File: src/sv/dual_free_list_allocator_core_assert.svh
// Assertion macros for the dual free-list allocator core
`ifndef DUAL_FREE_LIST_ALLOCATOR_CORE_ASSERT_SVH
`define DUAL_FREE_LIST_ALLOCATOR_CORE_ASSERT_SVH

`ifndef ASSERT_OFF
`define DFLA_ASSERT(label, prop, msg) \
	label: assert property (@(posedge clk) disable iff (!arst_n) prop) else $error(msg);
`define DFLA_ASSERT_NEVER(label, cond, msg) \
	label: assert property (@(posedge clk) disable iff (!arst_n) !(cond)) else $error(msg);
`else
`define DFLA_ASSERT(label, prop, msg)
`define DFLA_ASSERT_NEVER(label, cond, msg)
`endif

`endif

File: src/sv/dfla_ram.sv
// Generic simple dual-port RAM with registered read
`timescale 1ns / 1ps

module dfla_ram #(
	parameter int WIDTH = 8,
	parameter int DEPTH = 16,
	localparam int AW = (DEPTH > 1) ? $clog2(DEPTH) : 1
) (
	input  logic             clk,
	input  logic             we,
	input  logic [AW-1:0]    waddr,
	input  logic [WIDTH-1:0] wdata,
	input  logic             re,
	input  logic [AW-1:0]    raddr,
	output logic [WIDTH-1:0] rdata
);

	logic [WIDTH-1:0] mem_q [DEPTH];
	logic [WIDTH-1:0] rdata_q;

	always_ff @(posedge clk) begin
		if (we) begin
			mem_q[waddr] <= wdata;
		end
	end

	always_ff @(posedge clk) begin
		if (re) begin
			rdata_q <= mem_q[raddr];
		end
	end

	assign rdata = rdata_q;

endmodule

File: config.mk
export PLATFORM = sky130hd
export DESIGN_NAME = dfla_ram
export DESIGN_NICKNAME = d
export VERILOG_FILES = /design/src/sv/dual_free_list_allocator_core_assert.svh /design/src/sv/dfla_ram.sv
export SDC_FILE = /design/constraint.sdc
export NUM_CORES = 1
export LEC_CHECK = 0
export ABC_AREA = 1
export BUFFER_PORTS_ARGS = -buffer_cell sky130_fd_sc_hd__buf_2
export CAP_MARGIN = 20
export CORE_UTILIZATION = 55
export CTS_CLUSTER_DIAMETER = 120
export DETAILED_ROUTE_END_ITERATION = 8
export GPL_TIMING_DRIVEN = 0
export HOLD_SLACK_MARGIN = 0.06
export PLACE_DENSITY = 0.73
export SYNTH_ARGS = -nofsm -noshare
export SYNTH_HDL_FRONTEND = slang
export SYNTH_SLANG_ARGS = --single-unit
File: constraint.sdc
create_clock -name clk -period 1.5 [get_ports clk]
set_clock_uncertainty 0.05 [all_clocks]
set_input_delay 0.3 -clock clk [delete_from_list [all_inputs] [get_ports clk]]
set_output_delay 0.3 -clock clk [all_outputs]
set_load 0.05 [all_outputs]
# Word-level counts from Yosys, hierarchy flattened
# Memories as Yosys holds them, arrays and structs flattened. A register that Yosys moved wholly into a read port is not among the register bits.
# Cells that the tools add are included.
# W data, S select, Z words.
[word_totals]
wordCells = 3
mem_bits_rw = 128
input_bits = 19
out_inout_bits = 8
memories = 1
regBits = 0
[classes]
n_mux = 2
[memory_table]
columns = ["name", "depth", "word_bits", "rd", "rd_ports_with_merged_regs", "wr", "line", "rtl"]
rows = [
  ["mem_q", 16, 8, 1, 1, 1, "dfla_ram.sv:18", "logic [WIDTH-1:0] mem_q [DEPTH];"],
]
[op_table]
columns = ["operator", "count"]
rows = [
  ["$mux W1", 2],
]

# Depth between registers and ports, before layout
# Gate-level depths: netlist of the first run.
[logic_depth]
depth_word = 2
ltp_mapped = 8
mapped_depth_nobuf = 7

# Least setup slack after synthesis of the first run
# No wires, ideal clock.
[synth_path]
path_kind = "in2reg"
from = "in waddr[2]"
to = "mem mem_q[10][0] (enable)"
path_buffers = 0
arrival_ps = 881
setup_slack_ps = 199
setup_time_ps = 370
cell_stages = 2
t_required_ps = 1080
path_cell_list = "nand3b_1 > nor2_1"
[synth_lines]
columns = ["item", "line", "rtl"]
rows = [
  ["start, declared", "dfla_ram.sv:11", "input logic [AW-1:0] waddr,"],
  ["end, declared", "dfla_ram.sv:18", ""],
]
# Straight into the memory's write port.

# Worst setup path after layout of the first run
[layout_path]
from = "reg rdata_q[0], in the netlist rdata[0] (read register of mem_q)"
to = "out rdata[0]"
[layout_lines]
columns = ["item", "line", "rtl"]
rows = [
  ["start, declared", "dfla_ram.sv:19", "logic [WIDTH-1:0] rdata_q;"],
  ["end, declared", "dfla_ram.sv:15", "output logic [WIDTH-1:0] rdata"],
]
# No word-level cell between the ends.

==> results summary, run 1 <==
The run finished with clean final reports. During placement, the flow inserted port buffers numbering 23. Setup slack on the worst reg-to-reg path comes out at 300 ps. In this run the biggest area consumer among cell types represents a little over two thirds of the synthesized area.

The async set or reset register ratio after synthesis came out at 0%. The number of placed instances with taps included is a little over 700. 27 I/O pins were placed. The number of antenna violations at the first check in global routing is 0. The number of synthesized register bits is about 140. The number of synthesized flops with an enable pin is 136. The number of levels in the clock H-tree came out at 4. The first global-routing pass estimated 20,500 um of wire. The via count normalized by instance count is roughly 5.4. The worst setup path is of the reg2out kind.

VDD sags by at most between 700 and 800 uV. The max-cap check violation count came out at 0. The power per cell area came out at ~1400 nW/um^2.

Setup repair after global routing left no endpoint under its margin. For the finished layout, the period the worst path requires is between 1000 and 1500 ps. The worst endpoint data arrival time came out at ~1100 ps. TritonCTS built the clock tree. The count of clock tree sinks came out at 136. Summing over every cut layer, the via total after detailed routing is slightly below 4,000. The net switching share of the total power is a little over a fifth.

The TritonCTS buffer count is 17. The area growth from synthesis to layout is 15.3%. Measured along the x axis, the die boundary spans about 110 um.

The net load switching power came out at 0.00198 W. The number of routed nets with antenna violations came out at 0. The post-synthesis instance total came out at approximately 550.

By count the netlist is led by sky130_fd_sc_hd__nand2_1, sky130_fd_sc_hd__edfxtp_1, sky130_fd_sc_hd__inv_1, sky130_fd_sc_hd__nand3_1, sky130_fd_sc_hd__nor2_1. Static timing analysis puts the maximum clock frequency at 686 MHz. The number of global-route vias before repair is between 3,000 and 4,000. The net count of the finished layout is between 600 and 700. The pin count of the biggest net entering global routing came out at 17. Of the cells placed in the final design, the portion with a size suffix greater than 1 is between 10% and 20%. The filler cells instantiated in the layout total 770. The total internal power is a little over 0.007 W. The count of inserted antenna diode cells is 0. The global router's overall resource usage is a little over a quarter.

The number of detailed-routing iterations run before antenna repair came out at 7. The synthesized-area fraction occupied by and/or/nand/nor cells is 20.8%. The initial DRC count came out at 348. The later-pin clock latency in the skew report came out at approximately 530 ps. The xor and xnor area share after synthesis is 0%. Of the total power, combinational logic draws around 6.7%.

The worst setup path is captured at an output pin. The ratio of final minimum period to clock period is a little over nine tenths. The worst path required time came out at between 1000 and 1500 ps. For this run, the number of Yosys warnings is 0. Ranked by total cell area, the synthesized netlist is headed by sky130_fd_sc_hd__edfxtp_1, sky130_fd_sc_hd__nand2_1, sky130_fd_sc_hd__nand3_1. By instance count, the leading cell after synthesis is sky130_fd_sc_hd__nand2_1. The number of buffers between clock root and the deepest sink is 2. The setup fix buffers added after clock tree synthesis came out at 0. The global route total overflow came out at 0. In the synthesized netlist the dominant register cell turns out to be sky130_fd_sc_hd__edfxtp_1. STA classifies the critical path startpoint as a flip-flop. The total wire length came out at roughly 13,000 um.

In this run the cell area of the synthesized design comes to roughly 6000 sq um. The critical-path maximum fanout is 1. The leakage power came out at ~2.9 nW. The floorplan step defined a die boundary enclosing 11,000 sq um. The standard-cell row count is 37. The worst slew slack as a fraction of its limit is 36.8%. The clock tree root driver cell is sky130_fd_sc_hd__clkbuf_8. At the pin with the least slew margin, the transition time is approximately 940 ps.

The number of max-slew violations in the final report was 0. The worst hold path belongs to the class in2reg. Setup violations remaining at the end of the flow were counted as 0. The floorplan step set the die height to about 110 um. The clock transition time at the flip-flop clock pins of the worst setup and hold paths is about 60 ps. The region available for standard cell placement spans 10,300 sq um. The sequential fraction of design power came out at about 47%. The multiplexer area fraction after synthesis came out at 0%. The critical path goes through buf_2. The register area share after synthesis came out at 69.8%. Synthesis instantiated 11 different standard cells from the library.

The mean instance size in the synthesized netlist came out at between 10 and 15 sq um. The family with the most delay on the worst path is flip-flops. After synthesis, the largest family of logic cells by area is simple AND/OR/NAND/NOR gates. In the routed design, unresolved DRC markers number 0.

The number of buffers and inverters on the critical path came out at 1. The post-layout instance count excluding filler cells came out at about 740. The HPWL after detailed placement is approximately 8600 um. The delay of the slowest cell on the worst path is 360 ps. The congestion estimate from routability-driven global placement came to about 0.89.

The synthesized design spends more area on one cell type than any other, namely sky130_fd_sc_hd__edfxtp_1. The library cell contributing the largest single delay on the critical path is sky130_fd_sc_hd__edfxtp_1. The average routed wire per standard cell is roughly 18 um. The net count after synthesis is 570. Of the total synthesized cell area, the portion taken by full adders, half adders and majority gates is 0%. The sum of negative setup slack is 0 ps. The initial cell density of the core is approximately 57%. The clock power share is a little under half. The hold violation count in the final report is 0. Summing the areas of all compound-gate instances in the mapped netlist gives 0% of the synthesized area.
-- flip-flops by register name, indices dropped and copies added, names as in the netlist --
register	flops
rdata	8
mem_q	128
-- cells by family after synthesis --
kind of cell | after synthesis
flops | 136
simple gates | 289
buf+inv | 126
-- repair_timing --
| action | in CTS | in global routing |
|---|---|---|
| endpoints found under the hold margin | 8 | 0 |
| hold buffers | 1 | 0 |
| setup endpoints to repair | 0 | 0 |
| resized for setup | 0 | 0 |
-- cell usage in the layout, fill, tap and decap left out --
| cell type | Yosys | final |
|---|---|---|
| sky130_fd_sc_hd__nand2_1 | 173 | 173 |
| sky130_fd_sc_hd__edfxtp_1 | 136 | 136 |
| sky130_fd_sc_hd__inv_1 | 100 | 100 |
| sky130_fd_sc_hd__nand3_1 | 97 | 97 |
| sky130_fd_sc_hd__buf_2 | 13 | 36 |
| sky130_fd_sc_hd__nor2_1 | 17 | 17 |
| sky130_fd_sc_hd__clkbuf_16 | 0 | 16 |
| sky130_fd_sc_hd__buf_6 | 6 | 6 |
| sky130_fd_sc_hd__buf_4 | 4 | 4 |
| sky130_fd_sc_hd__bufinv_16 | 0 | 4 |
| sky130_fd_sc_hd__clkinv_4 | 0 | 3 |
| sky130_fd_sc_hd__inv_2 | 2 | 2 |
| sky130_fd_sc_hd__nand3b_1 | 2 | 2 |
| sky130_fd_sc_hd__clkbuf_1 | 0 | 2 |
| sky130_fd_sc_hd__clkinv_2 | 0 | 2 |
| sky130_fd_sc_hd__clkinv_1 | 0 | 2 |
| sky130_fd_sc_hd__clkinvlp_4 | 0 | 2 |
| sky130_fd_sc_hd__buf_1 | 1 | 1 |
| sky130_fd_sc_hd__clkbuf_8 | 0 | 1 |
| sky130_fd_sc_hd__dlygate4sd3_1 | 0 | 1 |
-- per-layer routing --
metal  wire, um  up-vias  part of all wire, %  global-route usage (%)
li1           -     1866                    -                       -
met1       5690     1853                   43                    37.2
met2       6130      236                   46                    39.0
met3       1350       22                   10                    5.74
met4        204        0                  1.5                    10.6
met5          0        -                    0                       0
-- worst register-to-register path: stages, from the launching register on --
cell                       delay, ps
sky130_fd_sc_hd__edfxtp_1        380
sky130_fd_sc_hd__inv_1            60
sky130_fd_sc_hd__nand2_1          50
sky130_fd_sc_hd__nand3_1         110
sky130_fd_sc_hd__nand3_1         110
sky130_fd_sc_hd__nand3_1         100
sky130_fd_sc_hd__nand2_1          90
-- power groups by stage --
stage | logic [W] | clock network [W] | registers, W
2_1_floorplan | 0.000300 | 0 | 0.00444
3_3_place_gp | 0.000586 | 0 | 0.00438
3_5_place_dp | 0.000595 | 0 | 0.00438
4_1_cts | 0.000604 | 0.00421 | 0.00430
5_1_grt | 0.000659 | 0.00436 | 0.00431
6_report | 0.000610 | 0.00419 | 0.00430
-- worst paths after layout --
path | startpoint | endpoint | depth (start not counted)
max | rdata[0] | rdata[0] | 1
min | wdata[1] | mem_q[8][1] | 1
max reg2reg | mem_q[0][1] | rdata[1] | 6
min reg2reg | mem_q[8][0] | rdata[0] | 6
-- final cells by class --
type                    count  area, sq um  area share [%]
plain buffers              24          166            2.47
clock buffers              19          422            6.25
clock inverters            13          179            2.65
inverters                 102          383            5.68
multi-input cells         289         1210            18.0
flip-flops and latches    136         4080            60.6
well taps                 136          170            2.52
repair buffers             24          125            1.86
-- metrics by stage --
| stage | hold slack [ps] | util [%] | power [W] | setup WS, ps | cell area, sq um |
|---|---|---|---|---|---|
| 2_1_floorplan | 349 | - | 0.00474 | 199 | 5850 |
| 3_3_place_gp | 577 | 59.4 | 0.00496 | -328 | 6130 |
| 3_5_place_dp | 588 | 59.4 | 0.00498 | -402 | 6130 |
| 4_1_cts | 125 | 65.3 | 0.00912 | 23.8 | 6740 |
| 5_1_grt | 129 | 65.3 | 0.00933 | 1.67 | 6740 |
| 6_report | 135 | 65.3 | 0.00911 | 42.0 | 6740 |
Note: power is estimated with default switching activity, not from simulation.
==> run 2: changes to the inputs <==
==> constraint.sdc (replaced) <==
create_clock -name clk -period 1.6 [get_ports clk]
set_clock_uncertainty 0.05 [all_clocks]
set_input_delay 0.32 -clock clk [delete_from_list [all_inputs] [get_ports clk]]
set_output_delay 0.32 -clock clk [all_outputs]
set_load 0.05 [all_outputs]
==> run 2 against run 1 <==
Wire length shrank 0.60%. Combinational power is 6.6% lower. Worst setup slack better by 86 ps. Die area did not move. Worst hold slack got worse by 61 ps. Clock power down 6.4%. Power shrank 6.4%. Sequential share of layout area grew 0.090 points. Clock-buffer cell count did not move. Final area down 0.15%. Critical path depth did not move. Largest cell class unchanged. Highest routed layer unchanged.
==> results summary, run 2 (synthesis results as in run 1) <==
The overall die area came out at 11,000 sq um (unchanged). The global router's overall resource usage is 26.1% (unchanged). The initial cell density of the core is 56.6% (unchanged). The leakage power is 2.91 nW (-0.14%). The number of top-level design ports is 27 (unchanged).

The worst path required time is 1230 ps (+80 ps). The standard-cell row count came out at 37 (unchanged). The die height came out at 105 um (unchanged). The worst setup path is of the reg2out kind.

The share of final-layout standard cells stronger than drive strength 1 came to 12.5% (+0.021 points). The number of global-route vias before repair came to 3,729 (unchanged). The TritonCTS buffer count came out at 17 (unchanged). The fill cell instance count of the final layout was 771 (+0.13%).

The number of max-slew violations in the final report is 0 (unchanged). The number of flip-flops in the largest register is 128 (unchanged). The number of routed nets with antenna violations is 0 (unchanged). The number of buffers and inverters on the critical path is 1 (unchanged). The global route total overflow came out at 0 (unchanged). The signal on the critical path passes through buf_2.

The number of antenna violations at the first check in global routing came to 0 (unchanged). The weighted congestion reported at the end of routability-driven placement came out at 0.886 (unchanged). The final-report setup violation count came out at 0 (unchanged). The area growth from synthesis to layout is 15.2%. The type of origin of the critical path is a flip-flop.

The number of buffers between clock root and the deepest sink is 2 (unchanged). The largest individual stage delay along the critical path comes from the cell sky130_fd_sc_hd__edfxtp_1. The number of cells upsized or downsized after cts is 0 (unchanged).

In this run the clock root is driven by a sky130_fd_sc_hd__clkbuf_8. The worst min-delay path class is in2reg. The average routed wire per standard cell is 17.9 um (-0.46%).

The instance area after placement came out at 6130 sq um (unchanged). Leaving out fill and tap cells, the most frequent cells in the layout are sky130_fd_sc_hd__nand2_1, sky130_fd_sc_hd__edfxtp_1, sky130_fd_sc_hd__inv_1. The actual transition at the worst max-transition pin was 936 ps (-8.07 ps). The delay of the slowest cell on the worst path is 360 ps (about the same). The count of clock tree sinks was 136 (unchanged). The highest attainable clock frequency came out at between 600 and 700 MHz.

The total half-perimeter wirelength after legalization and detailed placement came out at 8550 um (unchanged). The area of the core region came out at 10,300 sq um (unchanged). The most common cell after layout, fill and taps aside is sky130_fd_sc_hd__nand2_1.

The number of levels in the clock H-tree is 4 (unchanged). The final worst setup slack came out at 128 ps (+85.9 ps). The number of remaining DRC errors is 0 (unchanged). The number of detailed-routing iterations run before antenna repair was 5 (-2).

The initial DRC count is 381 (+9.5%). The via total after detailed routing came to 3,980 (+0.075%). Dividing the final minimum period by the clock period gives about 92%. The post-route cell area is 6730 sq um (-0.15%).

More flip-flops sit in one register than any other, and that register is mem_q. The hold violation count in the final report came out at 0 (unchanged). Setup repair after global routing left no endpoint under its margin. The cts-stage hold buffer count was 0 (-1). The total wire length is 13,300 um (-0.60%). The clock transition time at the flip-flop clock pins of the worst setup and hold paths came out at 60 ps (about the same). The setup fix buffers added after clock tree synthesis is 0 (unchanged).

The first-pass GRT wire length is 20,500 um (unchanged). The peak supply drop came out at 704 uV (-7.4%). The sum of negative setup slack came out at 0 ps (unchanged). The element type at the critical path end is an output pin.

The final net count was 612 (-0.16%). The kind of cell with the highest combined delay along the critical path is flip-flops. The max-cap check violation count was 0 (unchanged). The pin count of the biggest net entering global routing is 17 (unchanged).

The worst setup slack before clock tree synthesis is -322 ps (+80.0 ps). The critical-path maximum fanout came to 1 (unchanged). The area occupied by multi-input gates came out at 1210 sq um (unchanged). The run finished with clean final reports. The via count normalized by instance count is 5.36 (+0.21%). The count of inserted antenna diode cells is 0 (unchanged). The sequential cell area is 4080 sq um (unchanged).

The worst slew slack as a fraction of its limit is 37.4% (+0.54 points). The number of buffers inserted by port buffering is 23 (unchanged). The later-pin clock latency in the skew report came out at 520 ps (about the same). The power per cell area is 1270 nW/um^2 (-6.3%).

The horizontal die dimension came out at 105 um (unchanged). TritonCTS built the clock tree. The worst endpoint data arrival time came out at 1100 ps (about the same). The slack of the worst reg-to-reg path was 390 ps (+90 ps). The minimum period implied by the final worst setup slack came out at approximately 1500 ps.
-- run 2: cell types whose count changed in the layout (fill, tap and decap cells not counted) --
cell,before,now
sky130_fd_sc_hd__dlygate4sd3_1,1,0
-- run 2: power by group --
part           total, W  switching, W  internal, W
clock network   0.00392       0.00140      0.00252
registers       0.00403     0.0000180      0.00402
logic          0.000570      0.000420     0.000150
-- run 2: path summary, 6_finish.rpt --
| path | start | end | cells past startpoint |
|---|---|---|---|
| hold / removal | re | rdata[5] | 1 |
| hold reg to reg | mem_q[5][6] | rdata[6] | 6 |
| setup reg to reg | mem_q[0][1] | rdata[1] | 6 |
| setup / recovery | rdata[0] | rdata[0] | 1 |
-- run 2: area by class of cell --
class	count	share of cell area, %
clock inverters	13	2.66
repair buffers	23	1.71
multi-input cells	289	18.0
flip-flops and latches	136	60.7
plain buffers	24	2.47
inverters	102	5.69
clock buffers	19	6.26
well taps	136	2.53
-- run 2: metal layers --
metal / track usage (%) / routed length, um / vias up
met5: 0 / 0 / -
met4: 10.6 / 195 / 0
met3: 5.74 / 1310 / 23
met2: 39.0 / 6100 / 237
met1: 37.2 / 5690 / 1851
li1: - / - / 1869
-- run 2: through the flow --
| stage | hold WS [ps] | std cells | power (W) | utilization (%) |
|---|---|---|---|---|
| 2_1_floorplan | 369 | 551 | 0.00445 | - |
| 3_3_place_gp | 597 | 710 | 0.00465 | 59.4 |
| 3_5_place_dp | 608 | 710 | 0.00466 | 59.4 |
| 4_1_cts | 68.0 | 742 | 0.00855 | 65.2 |
| 5_1_grt | 84.3 | 742 | 0.00874 | 65.2 |
| 6_report | 74.2 | 742 | 0.00852 | 65.2 |
==> run 3: changes to the inputs <==
--- a/config.mk
+++ b/config.mk
@@ -13,7 +13,7 @@
 export DETAILED_ROUTE_END_ITERATION = 8
 export GPL_TIMING_DRIVEN = 0
 export HOLD_SLACK_MARGIN = 0.06
-export PLACE_DENSITY = 0.73
+export PLACE_DENSITY_LB_ADDON = 0.08
 export SYNTH_ARGS = -nofsm -noshare
 export SYNTH_HDL_FRONTEND = slang
 export SYNTH_SLANG_ARGS = --single-unit
==> run 3 against run 2 <==
Worst hold slack improved by 27 ps. Combinational power about the same. First-iteration DRC count increased by 18%. Critical path type unchanged.
==> results summary, run 3 (synthesis results as in run 1) <==
The run finished with clean final reports. The number of top-level design ports is 27 (unchanged). The average routed wire per standard cell is 18.3 um (+2.2%). The area growth from synthesis to layout is 13.9%. The total wire length is 13,600 um (+2.1%). The later-pin clock latency in the skew report is 530 ps (about the same). The horizontal die dimension is 105 um (unchanged). The via total after detailed routing is 3,917 (-1.6%). The number of levels in the clock H-tree was 4 (unchanged). The number of routed nets with antenna violations came to 0 (unchanged). The share of final-layout standard cells stronger than drive strength 1 is 12.6% (+0.021 points). The number of max-slew violations in the final report is 0 (unchanged).

STA classifies the critical path startpoint as a flip-flop. Counting flops per register, the top entry is mem_q. The cts-stage hold buffer count came out at 0 (unchanged). The worst register-to-register path begins at mem_q[14][0]. The smallest hold slack is 102 ps (+27.3 ps). The post-route cell area is 6660 sq um (-1.1%). The worst hold path begins at re. In this run the critical register-to-register path is captured at rdata[0]. The tightest min-delay check is of the in2reg type.

The area of the core region is 10,300 sq um (unchanged). The number of antenna violations at the first check in global routing is 0 (unchanged). The worst path required time came out at 1230 ps (about the same). The final-report setup violation count is 0 (unchanged). The delay of the slowest cell on the worst path is 370 ps (about the same). The sum of negative setup slack came out at 0 ps (unchanged). The standard-cell row count was 37 (unchanged). The worst endpoint data arrival time came to 1120 ps (+20 ps). The critical path depth in cells came out at 1 (unchanged). The ratio of final minimum period to clock period is 92.9% (+0.89 points).

The peak supply drop came to 642 uV (-8.8%). The pin count of the biggest net entering global routing came to 17 (unchanged). The fill cell instance count of the final layout came out at 776 (+0.65%). The number of detailed-routing iterations run before antenna repair is 6 (+1). The highest attainable clock frequency is 673 MHz (-0.95%). The count of inserted antenna diode cells came to 0 (unchanged).

The setup fix buffers added after clock tree synthesis came out at 0 (unchanged). The hold violation count in the final report is 0 (unchanged). The worst slew slack as a fraction of its limit was 36.1% (-1.3 points). The via count normalized by instance count came out at 5.29 (-1.5%). The initial DRC count came out at 451 (+18%). The worst hold path endpoint is rdata[5].

The TritonCTS buffer count came out at 17 (unchanged). The instance area after placement came out at 6130 sq um (unchanged). The worst setup path is of the reg2out kind. The weighted congestion reported at the end of routability-driven placement is 0.815 (-7.9%). The utilization of the core after routing is 64.5% (-0.73 points). The number of buffers and inverters on the critical path was 1 (unchanged). The TritonCTS clock tree is yes. The number of remaining DRC errors came to 0 (unchanged). The initial cell density of the core came out at 56.6% (unchanged). Leaving out fill and tap cells, the most frequent cells in the layout are sky130_fd_sc_hd__nand2_1, sky130_fd_sc_hd__edfxtp_1, sky130_fd_sc_hd__inv_1. The clock transition time at the flip-flop clock pins of the worst setup and hold paths came out at 60 ps (about the same). The critical-path maximum fanout is 1 (unchanged). The minimum period implied by the final worst setup slack is 1490 ps (+14.2 ps).

The first-pass GRT wire length came to 20,800 um (+1.5%). The number of cells on the worst reg-to-reg path is 6 (unchanged). The number of buffers between clock root and the deepest sink came out at 2 (unchanged). The total half-perimeter wirelength after legalization and detailed placement came out at 8880 um (+3.8%). The final net count is 612 (unchanged). The startpoint of the worst setup timing path is rdata[1]. The number of cells upsized or downsized after cts came out at 0 (unchanged). The slowest stage of the critical path is the sky130_fd_sc_hd__edfxtp_1 cell. The slack of the worst reg-to-reg path was 390 ps (about the same).

The number of placed instances with taps included is 710 (unchanged). The global router's overall resource usage is 26.6% (+0.55 points). The library cell used most frequently in the layout, excluding fill and tap cells, is sky130_fd_sc_hd__nand2_1. The critical path goes through buf_2. The count of clock tree sinks came to 136 (unchanged). The die height came out at 105 um (unchanged). The number of buffers inserted by port buffering is 23 (unchanged). The hold path depth came out at 1 (unchanged). The root buffer cell chosen for the clock tree is sky130_fd_sc_hd__clkbuf_8.

The global route total overflow is 0 (unchanged). The number of flip-flops in the largest register is 128 (unchanged). The post-layout instance count excluding filler cells is 741 (-0.13%). The actual transition at the worst max-transition pin is 956 ps (+19.6 ps). The overall die area came out at 11,000 sq um (unchanged). STA classifies the critical path endpoint as an output pin. The power per cell area came out at 1220 nW/um^2 (-3.8%). Setup repair after global routing left no endpoint under its margin. The max-cap check violation count came to 0 (unchanged). The leakage power is 2.87 nW (-1.5%).

On the critical path the largest part of the delay comes from flip-flops. The number of global-route vias before repair came out at 3,667 (-1.7%).
run 3: cell types whose count changed in the layout (fill, tap and decap cells not counted):
cell,delta
sky130_fd_sc_hd__bufinv_16,-3
sky130_fd_sc_hd__clkinvlp_4,+3
sky130_fd_sc_hd__clkinv_1,-1
sky130_fd_sc_hd__clkinv_2,+1
sky130_fd_sc_hd__clkinv_4,-3
sky130_fd_sc_hd__inv_6,+2
run 3: per-layer routing:
metal  up-vias  track usage, %  wire length, um
li1       1865               -                -
met1      1819            40.0             5900
met2       215            38.6             6030
met3        18            5.61             1460
met4         0            9.05              194
met5         -               0                0
run 3: power by group:
part | internal [W] | switching, W | total [W]
Clock | 0.00204 | 0.00146 | 0.00350
Combinational | 0.000150 | 0.000423 | 0.000573
Sequential | 0.00401 | 0.0000178 | 0.00403
run 3: how the worst max path moves through the flow:
stage	end	slack, ps
after floorplan	mem_q[10][0]	280
after global placement	mem_q[13][0]	-210
after detailed placement	mem_q[13][0]	-300
after CTS	rdata[1]	90
after global routing	rdata[1]	90
final	rdata[1]	110
run 3: area by class of cell:
cell class / count / area [sq um] / share of cell area (%)
Sequential cell: 136 / 4080 / 61.3
Multi-Input combinational cell: 289 / 1210 / 18.2
Inverter: 102 / 383 / 5.75
Tap cell: 136 / 170 / 2.56
Clock buffer: 19 / 422 / 6.33
Buffer: 24 / 166 / 2.50
Clock inverter: 12 / 104 / 1.56
Timing Repair Buffer: 23 / 115 / 1.73
run 3: stage by stage:
| stage | power, W | setup WS (ps) |
|---|---|---|
| finish | 0.00811 | 114 |
| floorplan | 0.00445 | 279 |
| detailed placement | 0.00467 | -295 |
| global route | 0.00831 | 89.0 |
| CTS | 0.00811 | 93.1 |
| global placement | 0.00466 | -206 |
